<file path="src/hdl/pmpf_pkg.sv">
package pmpf_pkg;

  // Default number of data bytes between the packet id and the end bytes.
  localparam int DATA_LENGTH_DEF = 59;

  // Framing bytes.
  localparam logic [7:0] START_BYTE0 = 8'd254;
  localparam logic [7:0] START_BYTE1 = 8'd255;
  localparam logic [7:0] END_BYTE0   = 8'd255;
  localparam logic [7:0] END_BYTE1   = 8'd254;

  // Packet position of the unit id byte.
  localparam int UNIT_ID_POS = 32;

  // Reset values of the configuration registers.
  localparam logic [7:0] PACKET_ID_RST = 8'd3;
  localparam logic [7:0] UNIT_ID_RST   = 8'd3;

  // Configuration register indexes.
  localparam logic REG_PACKET_ID = 1'b0;
  localparam logic REG_UNIT_ID   = 1'b1;

  // Event codes on the result channel.
  localparam logic [2:0] EV_PROGRESS = 3'd0;
  localparam logic [2:0] EV_RESYNC   = 3'd1;
  localparam logic [2:0] EV_VALID    = 3'd2;
  localparam logic [2:0] EV_BAD_UNIT = 3'd3;
  localparam logic [2:0] EV_BAD_SUM  = 3'd4;

  // Byte classes handed from the front to the back.
  localparam logic [1:0] KIND_DATA   = 2'd0;
  localparam logic [1:0] KIND_RESYNC = 2'd1;
  localparam logic [1:0] KIND_CHECK  = 2'd2;

  // Depth of the queue between front and back.
  localparam int QUEUE_DEPTH = 2;

  typedef struct packed {
    logic [1:0] kind;
    logic       unit_sample;  // this byte sits at the unit id position
    logic       unit_ok;      // and it equals the expected unit id
  } ctl_t;

  typedef struct packed {
    logic [7:0] data;
    logic [6:0] pos;
    ctl_t       ctl;
  } qent_t;

endpackage

</file>
<file path="src/hdl/pmpf_in_if.sv">
interface pmpf_in_if;
  logic       valid;
  logic       ready;
  logic [7:0] data_byte;

  modport source (output valid, output data_byte, input ready);
  modport sink (input valid, input data_byte, output ready);
endinterface

</file>
<file path="src/hdl/pmpf_out_if.sv">
interface pmpf_out_if;
  logic       valid;
  logic       ready;
  logic [7:0] echo_byte;
  logic [6:0] byte_position;
  logic [2:0] event_res;

  modport source (output valid, output echo_byte, output byte_position, output event_res,
                  input ready);
  modport sink (input valid, input echo_byte, input byte_position, input event_res,
                output ready);
endinterface

</file>
<file path="src/hdl/pmpf_front.sv">
module pmpf_front #(
  parameter int DATA_LENGTH = pmpf_pkg::DATA_LENGTH_DEF
) (
  input  logic              clk,
  input  logic              rst,
  input  logic              take,
  input  logic [7:0]        data,
  input  logic [7:0]        packet_id,
  input  logic [7:0]        unit_id,
  output pmpf_pkg::qent_t   ent
);

  localparam int PW = $clog2(DATA_LENGTH + 6);
  localparam logic [PW-1:0] POS_ID    = PW'(2);
  localparam logic [PW-1:0] POS_END0  = PW'(DATA_LENGTH + 3);
  localparam logic [PW-1:0] POS_END1  = PW'(DATA_LENGTH + 4);
  localparam logic [PW-1:0] POS_CHECK = PW'(DATA_LENGTH + 5);
  localparam logic [PW-1:0] POS_UNIT  = PW'(pmpf_pkg::UNIT_ID_POS);

  logic [PW-1:0] pos;
  logic [PW-1:0] pos_next;
  logic          mismatch;
  logic          is_check;

  // Compare against the byte expected at the fixed framing positions.
  always_comb begin
    mismatch = 1'b0;
    if (pos == '0) begin
      mismatch = (data != pmpf_pkg::START_BYTE0);
    end else if (pos == PW'(1)) begin
      mismatch = (data != pmpf_pkg::START_BYTE1);
    end else if (pos == POS_ID) begin
      mismatch = (data != packet_id);
    end else if (pos == POS_END0) begin
      mismatch = (data != pmpf_pkg::END_BYTE0);
    end else if (pos == POS_END1) begin
      mismatch = (data != pmpf_pkg::END_BYTE1);
    end
  end

  assign is_check = (pos >= POS_CHECK);

  always_comb begin
    ent.data            = data;
    ent.pos             = 7'(pos);
    ent.ctl.unit_sample = (pos == POS_UNIT);
    ent.ctl.unit_ok     = (data == unit_id);
    if (mismatch) begin
      ent.ctl.kind = pmpf_pkg::KIND_RESYNC;
    end else if (is_check) begin
      ent.ctl.kind = pmpf_pkg::KIND_CHECK;
    end else begin
      ent.ctl.kind = pmpf_pkg::KIND_DATA;
    end
  end

  // Restart the search after a drop or a complete packet, else advance.
  assign pos_next = (mismatch || is_check) ? '0 : pos + PW'(1);

  always_ff @(posedge clk) begin
    if (rst) begin
      pos <= '0;
    end else if (take) begin
      pos <= pos_next;
    end
  end

endmodule

</file>
<file path="src/hdl/pmpf_queue.sv">
module pmpf_queue #(
  parameter int DEPTH = pmpf_pkg::QUEUE_DEPTH
) (
  input  logic            clk,
  input  logic            rst,
  input  logic            push,
  input  pmpf_pkg::qent_t push_ent,
  output logic            full,
  input  logic            pop,
  output logic            avail,
  output pmpf_pkg::qent_t pop_ent
);

  localparam int AW = (DEPTH > 1) ? $clog2(DEPTH) : 1;
  localparam int CW = $clog2(DEPTH + 1);

  pmpf_pkg::qent_t slots [DEPTH];
  logic [AW-1:0]   wr_ptr;
  logic [AW-1:0]   rd_ptr;
  logic [CW-1:0]   count;

  assign full    = (count == CW'(DEPTH));
  assign avail   = (count != '0);
  assign pop_ent = slots[rd_ptr];

  function automatic logic [AW-1:0] bump(input logic [AW-1:0] p);
    logic [AW-1:0] r;
    if (p == AW'(DEPTH - 1)) begin
      r = '0;
    end else begin
      r = p + AW'(1);
    end
    return r;
  endfunction

  always_ff @(posedge clk) begin
    if (push) begin
      slots[wr_ptr] <= push_ent;
    end
  end

  always_ff @(posedge clk) begin
    if (rst) begin
      wr_ptr <= '0;
      rd_ptr <= '0;
      count  <= '0;
    end else begin
      if (push) begin
        wr_ptr <= bump(wr_ptr);
      end
      if (pop) begin
        rd_ptr <= bump(rd_ptr);
      end
      if (push && !pop) begin
        count <= count + CW'(1);
      end else if (pop && !push) begin
        count <= count - CW'(1);
      end
    end
  end

endmodule

</file>
<file path="src/hdl/pmpf_back.sv">
module pmpf_back (
  input  logic            clk,
  input  logic            rst,
  input  logic            avail,
  input  pmpf_pkg::qent_t ent,
  output logic            pop,
  pmpf_out_if.source      res_out
);

  logic [7:0] sum;
  logic       matched;
  logic [2:0] ev;
  logic       valid;

  // Take the next queued byte when the output register is empty or draining.
  assign pop = avail && (!valid || res_out.ready);

  always_comb begin
    case (ent.ctl.kind)
      pmpf_pkg::KIND_DATA: begin
        ev = pmpf_pkg::EV_PROGRESS;
      end
      pmpf_pkg::KIND_RESYNC: begin
        ev = pmpf_pkg::EV_RESYNC;
      end
      pmpf_pkg::KIND_CHECK: begin
        if (!matched) begin
          ev = pmpf_pkg::EV_BAD_UNIT;
        end else if (ent.data != sum) begin
          ev = pmpf_pkg::EV_BAD_SUM;
        end else begin
          ev = pmpf_pkg::EV_VALID;
        end
      end
      default: begin
        ev = pmpf_pkg::EV_RESYNC;
      end
    endcase
  end

  always_ff @(posedge clk) begin
    if (rst) begin
      valid   <= 1'b0;
      sum     <= '0;
      matched <= 1'b0;
    end else begin
      if (pop) begin
        valid <= 1'b1;
      end else if (res_out.ready) begin
        valid <= 1'b0;
      end
      if (pop) begin
        if (ent.ctl.kind == pmpf_pkg::KIND_DATA) begin
          sum <= sum + ent.data;
          if (ent.ctl.unit_sample) begin
            matched <= ent.ctl.unit_ok;
          end
        end else begin
          sum     <= '0;
          matched <= 1'b0;
        end
      end
    end
  end

  always_ff @(posedge clk) begin
    if (pop) begin
      res_out.echo_byte     <= ent.data;
      res_out.byte_position <= ent.pos;
      res_out.event_res     <= ev;
    end
  end

  assign res_out.valid = valid;

endmodule

</file>
<file path="src/hdl/power_monitor_packet_framer.sv">
// Packet framer for a serial byte stream. It hunts for fixed packets of
// DATA_LENGTH + 6 bytes (start bytes 254 and 255, packet id, DATA_LENGTH data
// bytes, end bytes 255 and 254, then a checksum byte equal to the mod-256 sum
// of all earlier packet bytes) and echoes every byte it takes on the result
// channel together with its position in the candidate packet (low 7 bits)
// and an event code: in progress, resync drop, valid packet, bad unit id or
// bad checksum. A wrong start, id or end byte drops the candidate and the
// next byte is tried as a new start. On the checksum byte the unit id (packet
// position 32) is judged first, then the checksum. The block takes one byte
// per clock cycle while the result channel is not stalled; a byte's result
// passes through a queue slot, then the output register, and is held there
// until the result channel takes it. That rate is set by the position
// counter in the front end and the running-sum adder in the back end, each
// of which handles one byte per cycle. Configuration writes (index 0:
// expected packet id, index 1: expected unit id, both reset to 3) are meant
// to happen only while no byte is in flight.
module power_monitor_packet_framer #(
  parameter int DATA_LENGTH = pmpf_pkg::DATA_LENGTH_DEF
) (
  input  logic       clk,
  input  logic       rst,
  input  logic       wr_en,
  input  logic       wr_index,
  input  logic [7:0] wr_data,
  pmpf_in_if.sink    byte_in,
  pmpf_out_if.source res_out
);

  logic [7:0]      packet_id;
  logic [7:0]      unit_id;
  logic            q_full;
  logic            q_avail;
  logic            q_pop;
  logic            take;
  pmpf_pkg::qent_t front_ent;
  pmpf_pkg::qent_t back_ent;

  // Configuration registers.
  always_ff @(posedge clk) begin
    if (rst) begin
      packet_id <= pmpf_pkg::PACKET_ID_RST;
      unit_id   <= pmpf_pkg::UNIT_ID_RST;
    end else if (wr_en) begin
      case (wr_index)
        pmpf_pkg::REG_PACKET_ID: begin
          packet_id <= wr_data;
        end
        pmpf_pkg::REG_UNIT_ID: begin
          unit_id <= wr_data;
        end
        default: begin
          packet_id <= packet_id;
        end
      endcase
    end
  end

  // Accept a byte whenever the queue has room; the front classifies it in
  // the same cycle and the queue holds the tagged byte for the back end.
  assign byte_in.ready = !q_full;
  assign take          = byte_in.valid && byte_in.ready;

  pmpf_front #(
    .DATA_LENGTH (DATA_LENGTH)
  ) u_front (
    .clk       (clk),
    .rst       (rst),
    .take      (take),
    .data      (byte_in.data_byte),
    .packet_id (packet_id),
    .unit_id   (unit_id),
    .ent       (front_ent)
  );

  // Short queue: lets the front keep taking bytes while a result is stalled.
  pmpf_queue #(
    .DEPTH (pmpf_pkg::QUEUE_DEPTH)
  ) u_queue (
    .clk      (clk),
    .rst      (rst),
    .push     (take),
    .push_ent (front_ent),
    .full     (q_full),
    .pop      (q_pop),
    .avail    (q_avail),
    .pop_ent  (back_ent)
  );

  // Back end: running sum, unit id flag, event code and output register.
  pmpf_back u_back (
    .clk     (clk),
    .rst     (rst),
    .avail   (q_avail),
    .ent     (back_ent),
    .pop     (q_pop),
    .res_out (res_out)
  );

endmodule

</file>
<file path="src/flat_wrapper.sv">
// flat-port wrapper written by rule: the top's interface ports become plain ports
module power_monitor_packet_framer_flat 
#(
  parameter int DATA_LENGTH = pmpf_pkg::DATA_LENGTH_DEF
)
  (clk, rst, wr_en, wr_index, wr_data, byte_in_valid, byte_in_data_byte, byte_in_ready, res_out_valid, res_out_echo_byte, res_out_byte_position, res_out_event_res, res_out_ready);
  pmpf_in_if byte_in_i ();
  pmpf_out_if res_out_i ();
  input  logic clk;
  input  logic rst;
  input  logic wr_en;
  input  logic wr_index;
  input  logic [7:0] wr_data;
  input wire logic [$bits(byte_in_i.valid)-1:0] byte_in_valid;
  input wire logic [$bits(byte_in_i.data_byte)-1:0] byte_in_data_byte;
  output wire logic [$bits(byte_in_i.ready)-1:0] byte_in_ready;
  output wire logic [$bits(res_out_i.valid)-1:0] res_out_valid;
  output wire logic [$bits(res_out_i.echo_byte)-1:0] res_out_echo_byte;
  output wire logic [$bits(res_out_i.byte_position)-1:0] res_out_byte_position;
  output wire logic [$bits(res_out_i.event_res)-1:0] res_out_event_res;
  input wire logic [$bits(res_out_i.ready)-1:0] res_out_ready;
  assign byte_in_i.valid = byte_in_valid;
  assign byte_in_i.data_byte = byte_in_data_byte;
  assign byte_in_ready = byte_in_i.ready;
  assign res_out_valid = res_out_i.valid;
  assign res_out_echo_byte = res_out_i.echo_byte;
  assign res_out_byte_position = res_out_i.byte_position;
  assign res_out_event_res = res_out_i.event_res;
  assign res_out_i.ready = res_out_ready;
  power_monitor_packet_framer #(.DATA_LENGTH(DATA_LENGTH)) u_core (.clk(clk), .rst(rst), .wr_en(wr_en), .wr_index(wr_index), .wr_data(wr_data), .byte_in(byte_in_i), .res_out(res_out_i));
endmodule
</file>
<file path="config.mk">
export PLATFORM = sky130hd
export DESIGN_NAME = power_monitor_packet_framer_flat
export DESIGN_NICKNAME = d
export VERILOG_FILES = /design/src/hdl/pmpf_pkg.sv /design/src/hdl/pmpf_in_if.sv /design/src/hdl/pmpf_out_if.sv /design/src/hdl/pmpf_front.sv /design/src/hdl/pmpf_queue.sv /design/src/hdl/pmpf_back.sv /design/src/hdl/power_monitor_packet_framer.sv /design/src/flat_wrapper.sv
export SDC_FILE = /design/constraint.sdc
export NUM_CORES = 1
export LEC_CHECK = 0
export ABC_AREA = 0
export BUFFER_PORTS_ARGS = -buffer_cell sky130_fd_sc_hd__buf_2
export CORE_ASPECT_RATIO = 1.75
export CORE_MARGIN = 2
export CORE_UTILIZATION = 55
export CTS_BUF_LIST = sky130_fd_sc_hd__clkbuf_4
export DETAILED_ROUTE_END_ITERATION = 12
export PLACE_DENSITY = 0.71
export SYNTH_ARGS = -nofsm -noshare
export SYNTH_HDL_FRONTEND = slang
export SYNTH_SLANG_ARGS = --single-unit
</file>
<file path="constraint.sdc">
create_clock -name clk -period 8.75 [get_ports clk]
set_input_delay 0.875 -clock clk [delete_from_list [all_inputs] [get_ports clk]]
set_output_delay 0.875 -clock clk [all_outputs]
set_load 0.05 [all_outputs]
</file>
==> results of run 1 <==
## worst paths after layout
path,start,to,slack (ns)
max,flip-flop,u_core.u_back.sum[7],5.55
min,u_core.u_back.sum[2],u_core.u_back.sum[2],0.48
max reg2reg,flip-flop,u_core.u_back.sum[7],5.55
min reg2reg,u_core.u_back.sum[2],u_core.u_back.sum[2],0.48
## cell type report
| type | count | area share |
|---|---|---|
| timing repair buffer | 43 | 0.0487 |
| clock buffer | 9 | 0.0150 |
| tap | 86 | 0.0238 |
| inverter | 9 | 0.00748 |
| multi-input combinational | 241 | 0.354 |
| sequential | 94 | 0.540 |
| clock inverter | 7 | 0.0111 |
## sequential cells by signal, indices dropped and copies added (netlist names), 2 cells and up, named ones only
name	count
u_core.u_back.res_out.event_res	3
u_core.unit_id	8
u_core.u_queue.count	2
u_core.u_back.res_out.echo_byte	8
u_core.u_back.res_out.byte_position	7
u_core.u_front.pos	7
u_core.u_queue.slots	38
u_core.packet_id	8
u_core.u_back.sum	8
## kinds of logic after synthesis
group / after synthesis / share of synthesized area
simple gates: 126 / 0.150
flops: 94 / 0.590
compound gates: 56 / 0.0864
xor+xnor: 27 / 0.0571
buf+inv: 23 / 0.0248
mux: 19 / 0.0507
fa+ha+maj: 13 / 0.0411
## metal layers
metal  wire length [um]  track usage  part of all wire
met5                  0            0                 0
met1               3030        0.221              0.39
met2               4180        0.370              0.54
met4                243        0.104             0.032
met3                221       0.0372             0.029
## cell usage in the layout, fill, tap and decap left out, types with 6 or more instances in the layout
| cell | n |
|---|---|
| nor3_1 | 6 |
| dfxtp_1 | 38 |
| clkbuf_4 | 9 |
| nor2_1 | 24 |
| nand2_1 | 47 |
| inv_1 | 8 |
| edfxtp_1 | 56 |
| nand3_1 | 13 |
| buf_2 | 41 |
| ha_1 | 12 |
| mux2_2 | 16 |
| a21oi_1 | 30 |
| xnor2_1 | 15 |
| xor2_1 | 12 |
## power by group through the flow
stage	registers (mW)	logic, mW	clock network, mW
floorplan	0.715	0.187	0
global placement	0.615	0.378	0
detailed placement	0.617	0.384	0
CTS	0.607	0.386	0.214
global route	0.615	0.411	0.227
finish	0.605	0.382	0.207
## per-stage QoR
step | setup slack [ns] | utilization | hold WS [ns]
after global routing | 5.32 | 0.625 | 0.492
after floorplan | 5.68 | - | 0.436
after detailed placement | 5.57 | 0.609 | 0.453
after CTS | 5.54 | 0.625 | 0.474
final | 5.55 | 0.625 | 0.476
after global placement | 5.67 | 0.609 | 0.443
## worst max-delay path, delay by kind of cell, from the launching register on
kind                       cells  cell delay, ns
AOI/OAI and AO/OA              4            0.81
and+or+nand+nor                2            0.46
xor gates and xnor gates       1            0.13
DFF                            1            0.97
muxes                          1            0.46
adders and majority gates      1            0.30
==> summary.txt, run 1 <==
Setup path
  • Worst path max stage delay: 0.97 ns
  • Startpoint types: flip-flop
  • Critical Path AT: 3.57 ns
  • WS Path Type: flip-flop to flip-flop
  • R2r worst-path depth: 9
  • CP Capture Type: flip-flop
  • CP Cell Sequence: mux2_2, ha_1, a21o_1, a211oi_2, nor2_1, o41ai_2, xnor2_1, or3b_1, a31oi_1
  • Worst-path maximum fanout: 21
  • CP max-delay cell: dfxtp_1
  • CP required: 9.12 ns

STA
  • Max Clock Skew: 0.0151 ns
  • Post-route setup TNS: 0 ns
  • Final Hold Fails: 0
  • Final period util: 0.366
  • Slew @ Worst Pin: 0.956 ns
  • Min Tclk post-route: 3.20 ns
  • Final max-slew violation count: 0
  • Setup Viol. Count Final: 0
  • Slew HR: 0.362
  • Fmax: 313 MHz
  • RSZ-0062 raised after global routing: no

Clock tree
  • Post-CTS sizing: 0
  • Clk sinks: 94
  • Root Driver: clkbuf_4
  • CTS tree: done
  • H-Tree Depth: 3
  • Worst-skew pair later-pin latency: 0.44 ns
  • Clock Path Buffers: 2
  • Num CTS Buffers: 9
  • # hold bufs at CTS: 0
  • Clock slew at reported path FFs: 0.15 ns
  • Post-CTS setup buffer count: 0

Drt
  • Vias per cell: 5.68
  • DRT antenna net count: 0
  • WL per Instance: 15.7 um
  • Routed Wire Length: 7.67 mm
  • Starting DRC count in detailed routing: 158
  • First-pass DRT Iterations: 5
  • Via count: 2779
  • DRC: 0

Pwr
  • Pwr dens: 264 nW/um^2
  • Tot Pwr: 1.19 mW
  • Flop pwr share: 0.507
  • Comb power frac: 0.320
  • Static Leak: 1.68 nW
  • Peak VDD IR: 0.000170 V
  • Psw: 456 uW
  • Switch share: 0.382
  • Clock network power share: 0.173
  • Internal power: 737 uW

Layout
  • Area of the multi-input gates: 1600 sq um
  • Fraction of layout cells with a size suffix above 1: 0.206
  • Register area: 2440 sq um
  • Final #Nets: 433
  • Fill cells: 602
  • Final Instance Area: 4520 sq um
  • Synth-to-layout area growth: 9.09%
  • ANT cells: 0
  • Final Non-Filler Cells: 489

Floorplan
  • CORE AREA: 7230 sq um
  • I/O Pins: 42
  • Die Height: 119 um
  • Die X: 69.6 um
  • Row count: 41
  • Initial core utilization: 0.573
  • Die ar.: 8270 sq um

GRT
  • Total grt overflow: 0
  • Largest net degree at the start of global routing: 40
  • Total Routing Usage GR: 0.203
  • Initial antenna violation count: 0
  • Vias in the first global route: 2860
  • First-pass GRT wire length: 13.2 mm

Yosys
  • Top cells by count, synth: edfxtp_1 (56), nand2_1 (47), dfxtp_1 (38), a21oi_1 (30), nor2_1 (24)
  • Synth Warn #: 0
  • Ys flop type: edfxtp_1
  • Synth unique cells: 48
  • Count leader, synth: edfxtp_1
  • Avg Inst Size Synth: 11.6 sq um
  • Area share of the largest cell type after synthesis: 0.406
  • Post-synth EDFFs: 56
  • Register area share after synthesis: 0.590
  • Mapped Cells: 358
  • Top cells by area, synth: edfxtp_1 (41%), dfxtp_1 (18%), mux2_2 (4.3%), nand2_1 (4.3%), a21oi_1 (3.6%)
  • Syn_nets: 393
  • Post-synth ARST share: 0
  • Largest area contributor in the netlist: edfxtp_1
  • Post-Synthesis Cell Area: 4140 sq um
  • Yosys reg bits: 94

Job
  • Max-cap violations: 0

Run status
  • Outcome: complete, no violations

Min path
  • Hold Crit Class: flip-flop to flip-flop
  • Worst hold stages: 2

Place
  • Final GP Congestion: 0.911
  • DP Wirelength: 5.48 mm
  • Area post-placement: 4400 sq um
  • Port Buf Inserts: 41
  • Cell count after placement: 473
Power figures use the tool's default switching activity.
==> run 2: changes to the inputs <==
- PLACE_DENSITY: 0.71 -> 0.74
- clock period: 8.75 -> 2.9 ns (I/O delays scaled with it)
==> summary.txt, run 2 (synthesized netlist as in run 1, its figures left out) <==
Drt
  • DRC: 0 (unchanged)
  • Vias per cell: 5.68 (about the same)
  • First-pass DRT Iterations: 5 (unchanged)
  • Starting DRC count in detailed routing: 142 (was 158)
  • WL per Instance: 15.2 um (was 15.7 um)
  • Via count: 2793 (was 2779)
  • Routed Wire Length: 7.46 mm (was 7.67 mm)
  • DRT antenna net count: 0 (unchanged)

Layout
  • Final #Nets: 436 (was 433)
  • Fill cells: 582 (was 602)
  • Synth-to-layout area growth: 9.33% (was 9.09%)
  • Most flops, register: u_core.u_queue.slots (unchanged)
  • Commonest cells after routing, fill and taps aside: edfxtp_1 (56), nand2_1 (47), buf_2 (41), dfxtp_1 (37), a21oi_1 (30) (was edfxtp_1 (56), nand2_1 (47), buf_2 (41), dfxtp_1 (38), a21oi_1 (30))
  • Max FFs per register: 38 (unchanged)
  • ANT cells: 0 (unchanged)
  • Fraction of layout cells with a size suffix above 1: 0.209 (was 0.206)
  • Commonest non-fill, non-tap cell in the layout: edfxtp_1 (unchanged)

Setup path
  • Startpoint types: flip-flop (unchanged)
  • Worst-path maximum fanout: 8 (was 21)
  • Critical Path AT: 2.97 ns (was 3.57 ns)
  • WS Path Type: flip-flop to flip-flop (unchanged)
  • CP required: 3.27 ns (was 9.12 ns)
  • CP Capture Type: flip-flop (unchanged)

GRT
  • Total Routing Usage GR: 0.192 (was 0.203)
  • Initial antenna violation count: 0 (unchanged)
  • Vias in the first global route: 2760 (was 2860)
  • First-pass GRT wire length: 12.5 mm (was 13.2 mm)
  • Total grt overflow: 0 (unchanged)
  • Largest net degree at the start of global routing: 40 (unchanged)

STA
  • Final Hold Fails: 0 (unchanged)
  • Fmax: 385 MHz (was 313 MHz)
  • RSZ-0062 raised after global routing: no (unchanged)
  • Final period util: 0.896 (was 0.366)
  • Post-route setup TNS: 0 ns (unchanged)
  • Setup Viol. Count Final: 0 (unchanged)
  • Max Clock Skew: 0.0107 ns (was 0.0151 ns)
  • Slew @ Worst Pin: 0.897 ns (was 0.956 ns)
  • Final max-slew violation count: 0 (unchanged)
  • Final setup margin: 0.301 ns (was 5.55 ns)
  • Slew HR: 0.402 (was 0.362)
  • Min Tclk post-route: 2.60 ns (was 3.20 ns)

Job
  • Max-cap violations: 0 (unchanged)

Floorplan
  • Row count: 41 (unchanged)
  • Initial core utilization: 0.573 (unchanged)
  • Die Height: 119 um (unchanged)
  • Die X: 69.6 um (unchanged)
  • CORE AREA: 7230 sq um (unchanged)
  • I/O Pins: 42 (unchanged)
  • Die ar.: 8270 sq um (unchanged)

Clock tree
  • Worst-skew pair later-pin latency: 0.43 ns (was 0.44 ns)
  • Clock Path Buffers: 2 (unchanged)
  • H-Tree Depth: 3 (unchanged)
  • Num CTS Buffers: 9 (unchanged)
  • Clock slew at reported path FFs: 0.13 ns (was 0.15 ns)
  • Root Driver: clkbuf_4 (unchanged)
  • Clk sinks: 94 (unchanged)
  • CTS tree: done (unchanged)

Pwr
  • Psw: 1.32 mW (was 456 uW)
  • Comb power frac: 0.335 (was 0.320)
  • Pwr dens: 786 nW/um^2 (was 264 nW/um^2)
  • Peak VDD IR: 0.000555 V (was 0.000170 V)
  • Internal power: 2.24 mW (was 737 uW)
  • Clock network power share: 0.162 (was 0.173)
  • Tot Pwr: 3.56 mW (was 1.19 mW)
  • Static Leak: 1.70 nW (was 1.68 nW)
  • Flop pwr share: 0.503 (was 0.507)
  • Switch share: 0.372 (was 0.382)

Place
  • DP Wirelength: 5.29 mm (was 5.48 mm)
  • Port Buf Inserts: 41 (unchanged)
  • DP Worst Slack: 0.235 ns (was 5.57 ns)
  • Final GP Congestion: 0.864 (was 0.911)

Run status
  • Outcome: complete, no violations (unchanged)

Min path
  • Hold Crit Class: input pin to flip-flop (was flip-flop to flip-flop)
==> run 2: changes by cell type in the layout (fill, tap and decap cells not counted), sizes merged <==
cell      previous run  this run
clkbuf               9        10
clkinvlp             2         1
buf                 43        46
inv                  9         8
clkinv               5         6
==> run 2: power groups by stage <==
stage               logic, mW  registers, mW  clock network [mW]
floorplan               0.568           2.16                   0
global placement         1.18           1.81                   0
detailed placement       1.20           1.82                   0
CTS                      1.21           1.79               0.601
global route             1.29           1.82               0.640
finish                   1.19           1.79               0.579
==> run 2: layer usage <==
| metal | share of wire | vias up | GRT usage | wire [um] |
|---|---|---|---|---|
| met1 | 0.39 | 1344 | 0.212 | 2890 |
| met4 | 0.016 | 0 | 0.104 | 121 |
| li1 | - | 1367 | - | - |
| met2 | 0.56 | 68 | 0.342 | 4170 |
| met5 | 0 | - | 0 | 0 |
| met3 | 0.037 | 14 | 0.0364 | 273 |
==> run 2: critical path, cell delays in order, from the launching register on <==
cell and delay [ns]:
dfxtp_2 0.45, mux2_2 0.40, ha_1 0.30, a21o_1 0.19
a211oi_2 0.22, nor2_1 0.09, o41ai_2 0.26, xnor2_1 0.12
or3b_1 0.35, a31oi_1 0.15
==> run 2: repair_timing <==
action                     CTS  global route
setup buffers                0             0
hold buffers                 0             0
resized for setup            0             1
setup endpoints to repair    0             1
==> run 2: worst paths after layout <==
| kind | start | end | slack, ns | cells past startpoint |
|---|---|---|---|---|
| max | flip-flop | u_core.u_back.sum[7] | 0.30 | 9 |
| max reg2reg | flip-flop | u_core.u_back.sum[7] | 0.30 | 9 |
| min reg2reg | u_core.u_back.sum[0] | u_core.u_back.sum[0] | 0.47 | 2 |
| min | wr_data[0] | u_core.packet_id[0] | 0.09 | 3 |
==> run 2: through the flow <==
| stage | hold slack, ns | instance area (sq um) | util | std cells |
|---|---|---|---|---|
| 6_report | 0.0872 | 4530 | 0.626 | 492 |
| 5_1_grt | 0.0744 | 4530 | 0.626 | 492 |
| 4_1_cts | 0.0529 | 4530 | 0.626 | 492 |
| 3_5_place_dp | 0.457 | 4420 | 0.612 | 476 |
| 3_3_place_gp | 0.446 | 4420 | 0.612 | 476 |
| 2_1_floorplan | 0.389 | 4150 | - | 358 |
==> run 2: layout make-up <==
type                            count  area [sq um]  area share
Clock buffer                       10          75.1      0.0166
Timing Repair Buffer               46           243      0.0536
Multi-Input combinational cell    241          1600       0.353
Sequential cell                    94          2440       0.540
Clock inverter                      6          28.8     0.00635
Inverter                            9          33.8     0.00746
Tap cell                           86           108      0.0238
==> run 3: changes to the inputs <==
- CORE_ASPECT_RATIO: 1.75 -> 1.2
- CORE_UTILIZATION: 55 -> 30
- PLACE_DENSITY: 0.74 -> 0.44
- SLEW_MARGIN: default -> 20
==> summary.txt, run 3 (synthesized netlist as in run 1, its figures left out) <==
Floorplan
  • Row count: 47 (was 41)
  • Die ar.: 14800 sq um (was 8270 sq um)
  • Die X: 111 um (was 69.6 um)
  • CORE AREA: 13600 sq um (was 7230 sq um)
  • Die Height: 133 um (was 119 um)
  • Initial core utilization: 0.304 (was 0.573)
  • I/O Pins: 42 (unchanged)

Setup path
  • WS Path Type: flip-flop to flip-flop (unchanged)
  • WP buf/inv: 0 (unchanged)
  • Worst-path maximum fanout: 8 (unchanged)
  • CP Cell Sequence: mux2_2, ha_1, a21o_1, a211oi_2, nor2_1, o41ai_2, xnor2_1, or3b_1, a31oi_1 (unchanged)
  • Crit-path leading delay family: compound AO/OA/AOI/OAI gates (unchanged)
  • Worst path max stage delay: 0.45 ns (about the same)
  • CP max-delay cell: dfxtp_2 (unchanged)
  • CP required: 3.27 ns (about the same)
  • Startpoint types: flip-flop (unchanged)
  • Critical Path AT: 2.94 ns (was 2.97 ns)
  • CP Capture Type: flip-flop (unchanged)

Clock tree
  • Root Driver: clkbuf_4 (unchanged)
  • Num CTS Buffers: 9 (unchanged)
  • Worst-skew pair later-pin latency: 0.45 ns (was 0.43 ns)
  • Post-CTS setup buffer count: 0 (unchanged)
  • Clk sinks: 94 (unchanged)
  • H-Tree Depth: 3 (unchanged)
  • # hold bufs at CTS: 0 (unchanged)
  • Clock slew at reported path FFs: 0.15 ns (was 0.13 ns)
  • CTS tree: done (unchanged)
  • Clock Path Buffers: 2 (unchanged)

Job
  • Max-cap violations: 0 (unchanged)

Layout
  • Max FFs per register: 38 (unchanged)
  • Commonest cells after routing, fill and taps aside: edfxtp_1 (56), nand2_1 (47), buf_2 (41), dfxtp_1 (37), a21oi_1 (30) (unchanged)
  • Final Instance Area: 4690 sq um (was 4530 sq um)
  • Fill cells: 1424 (was 582)
  • Fraction of layout cells with a size suffix above 1: 0.218 (was 0.209)
  • Util after Layout: 0.344 (was 0.626)
  • Synth-to-layout area growth: 13.2% (was 9.33%)
  • Most flops, register: u_core.u_queue.slots (unchanged)
  • Commonest non-fill, non-tap cell in the layout: edfxtp_1 (unchanged)
  • Final #Nets: 439 (was 436)

Run status
  • Outcome: complete, no violations (unchanged)

STA
  • Slew @ Worst Pin: 0.685 ns (was 0.897 ns)
  • Final setup margin: 0.330 ns (was 0.301 ns)
  • Post-route setup TNS: 0 ns (unchanged)
  • Min Tclk post-route: 2.57 ns (was 2.60 ns)
  • Max Clock Skew: 0.0296 ns (was 0.0107 ns)
  • RSZ-0062 raised after global routing: no (unchanged)
  • Final max-slew violation count: 0 (unchanged)
  • Fmax: 389 MHz (was 385 MHz)
  • Final period util: 0.886 (was 0.896)
  • Setup Viol. Count Final: 0 (unchanged)
  • Slew HR: 0.542 (was 0.402)
  • Fin Hold WS: 0.0549 ns (was 0.0872 ns)
  • Final Hold Fails: 0 (unchanged)

Min path
  • Hold Crit Class: input pin to flip-flop (unchanged)
  • Beginning of the worst hold path: wr_data[0] (unchanged)

Drt
  • DRT antenna net count: 0 (unchanged)
  • Via count: 2702 (was 2793)
  • Starting DRC count in detailed routing: 116 (was 142)
  • First-pass DRT Iterations: 4 (was 5)
  • DRC: 0 (unchanged)
  • Vias per cell: 4.66 (was 5.68)
  • Routed Wire Length: 8.41 mm (was 7.46 mm)
  • WL per Instance: 14.5 um (was 15.2 um)

Pwr
  • Static Leak: 1.73 nW (was 1.70 nW)
  • Switch share: 0.369 (was 0.372)
  • Internal power: 2.35 mW (was 2.24 mW)
  • Pwr dens: 795 nW/um^2 (was 786 nW/um^2)
  • Clock network power share: 0.190 (was 0.162)
  • Peak VDD IR: 0.000411 V (was 0.000555 V)
  • Flop pwr share: 0.479 (was 0.503)
  • Comb power frac: 0.331 (was 0.335)
  • Psw: 1.38 mW (was 1.32 mW)

GRT
  • Largest net degree at the start of global routing: 38 (was 40)
  • Total Routing Usage GR: 0.117 (was 0.192)
  • Total grt overflow: 0 (unchanged)
  • Initial antenna violation count: 1 (was 0)
  • First-pass GRT wire length: 13.4 mm (was 12.5 mm)
  • Vias in the first global route: 2616 (was 2760)

Place
  • DP Wirelength: 5.79 mm (was 5.29 mm)
  • Area post-placement: 4550 sq um (was 4420 sq um)
  • Final GP Congestion: 0.770 (was 0.864)
  • Port Buf Inserts: 41 (unchanged)
  • DP Worst Slack: 0.232 ns (was 0.235 ns)
run 3: cell type report:
type | instances | area [sq um] | share of cell area
repair buffers | 49 | 265 | 0.0566
multi-input cells | 241 | 1600 | 0.341
well taps | 171 | 214 | 0.0456
diodes | 1 | 2.50 | 0.000534
flip-flops and latches | 94 | 2440 | 0.521
inverters | 9 | 33.8 | 0.00720
clock buffers | 11 | 82.6 | 0.0176
clock inverters | 4 | 50.0 | 0.0107
run 3: timing repair:
action,4_1_cts,5_1_grt
endpoints found under the hold margin,0,0
endpoints found under the setup margin,0,1
gates resized for setup,0,1
run 3: worst paths after layout:
check                           slack (ns)              endpoint  cells after the start
worst min-delay path                  0.05     u_core.unit_id[0]                      3
worst min register to register        0.47  u_core.u_back.sum[2]                      2
worst max-delay path                  0.33  u_core.u_back.sum[7]                      9
worst max register to register        0.33  u_core.u_back.sum[7]                      9
run 3: tightest hold or removal path, stage by stage:
cell	delay, ns
buf_2	0.09
nand2_1	0.04
nand3b_1	0.06
run 3: through the flow:
| stage | total power, mW | std cells |
|---|---|---|
| after floorplan | 2.73 | 358 |
| after global placement | 3.07 | 564 |
| after detailed placement | 3.08 | 564 |
| after CTS | 3.80 | 579 |
| after global routing | 3.94 | 580 |
| final | 3.73 | 580 |
run 3: metal layers:
layer | vias up | global-route usage | routed length, um
li1 | 1376 | - | -
met1 | 1287 | 0.142 | 3830
met2 | 28 | 0.196 | 4190
met3 | 11 | 0.0197 | 188
met4 | 0 | 0.0658 | 208
met5 | - | 0 | 0
run 3: power by group through the flow:
stage	clock [mW]	combinational [mW]	sequential [mW]
after CTS	0.744	1.26	1.79
final	0.708	1.23	1.79
after global placement	0	1.26	1.82
after global routing	0.786	1.34	1.81
after detailed placement	0	1.26	1.82
after floorplan	0	0.568	2.16
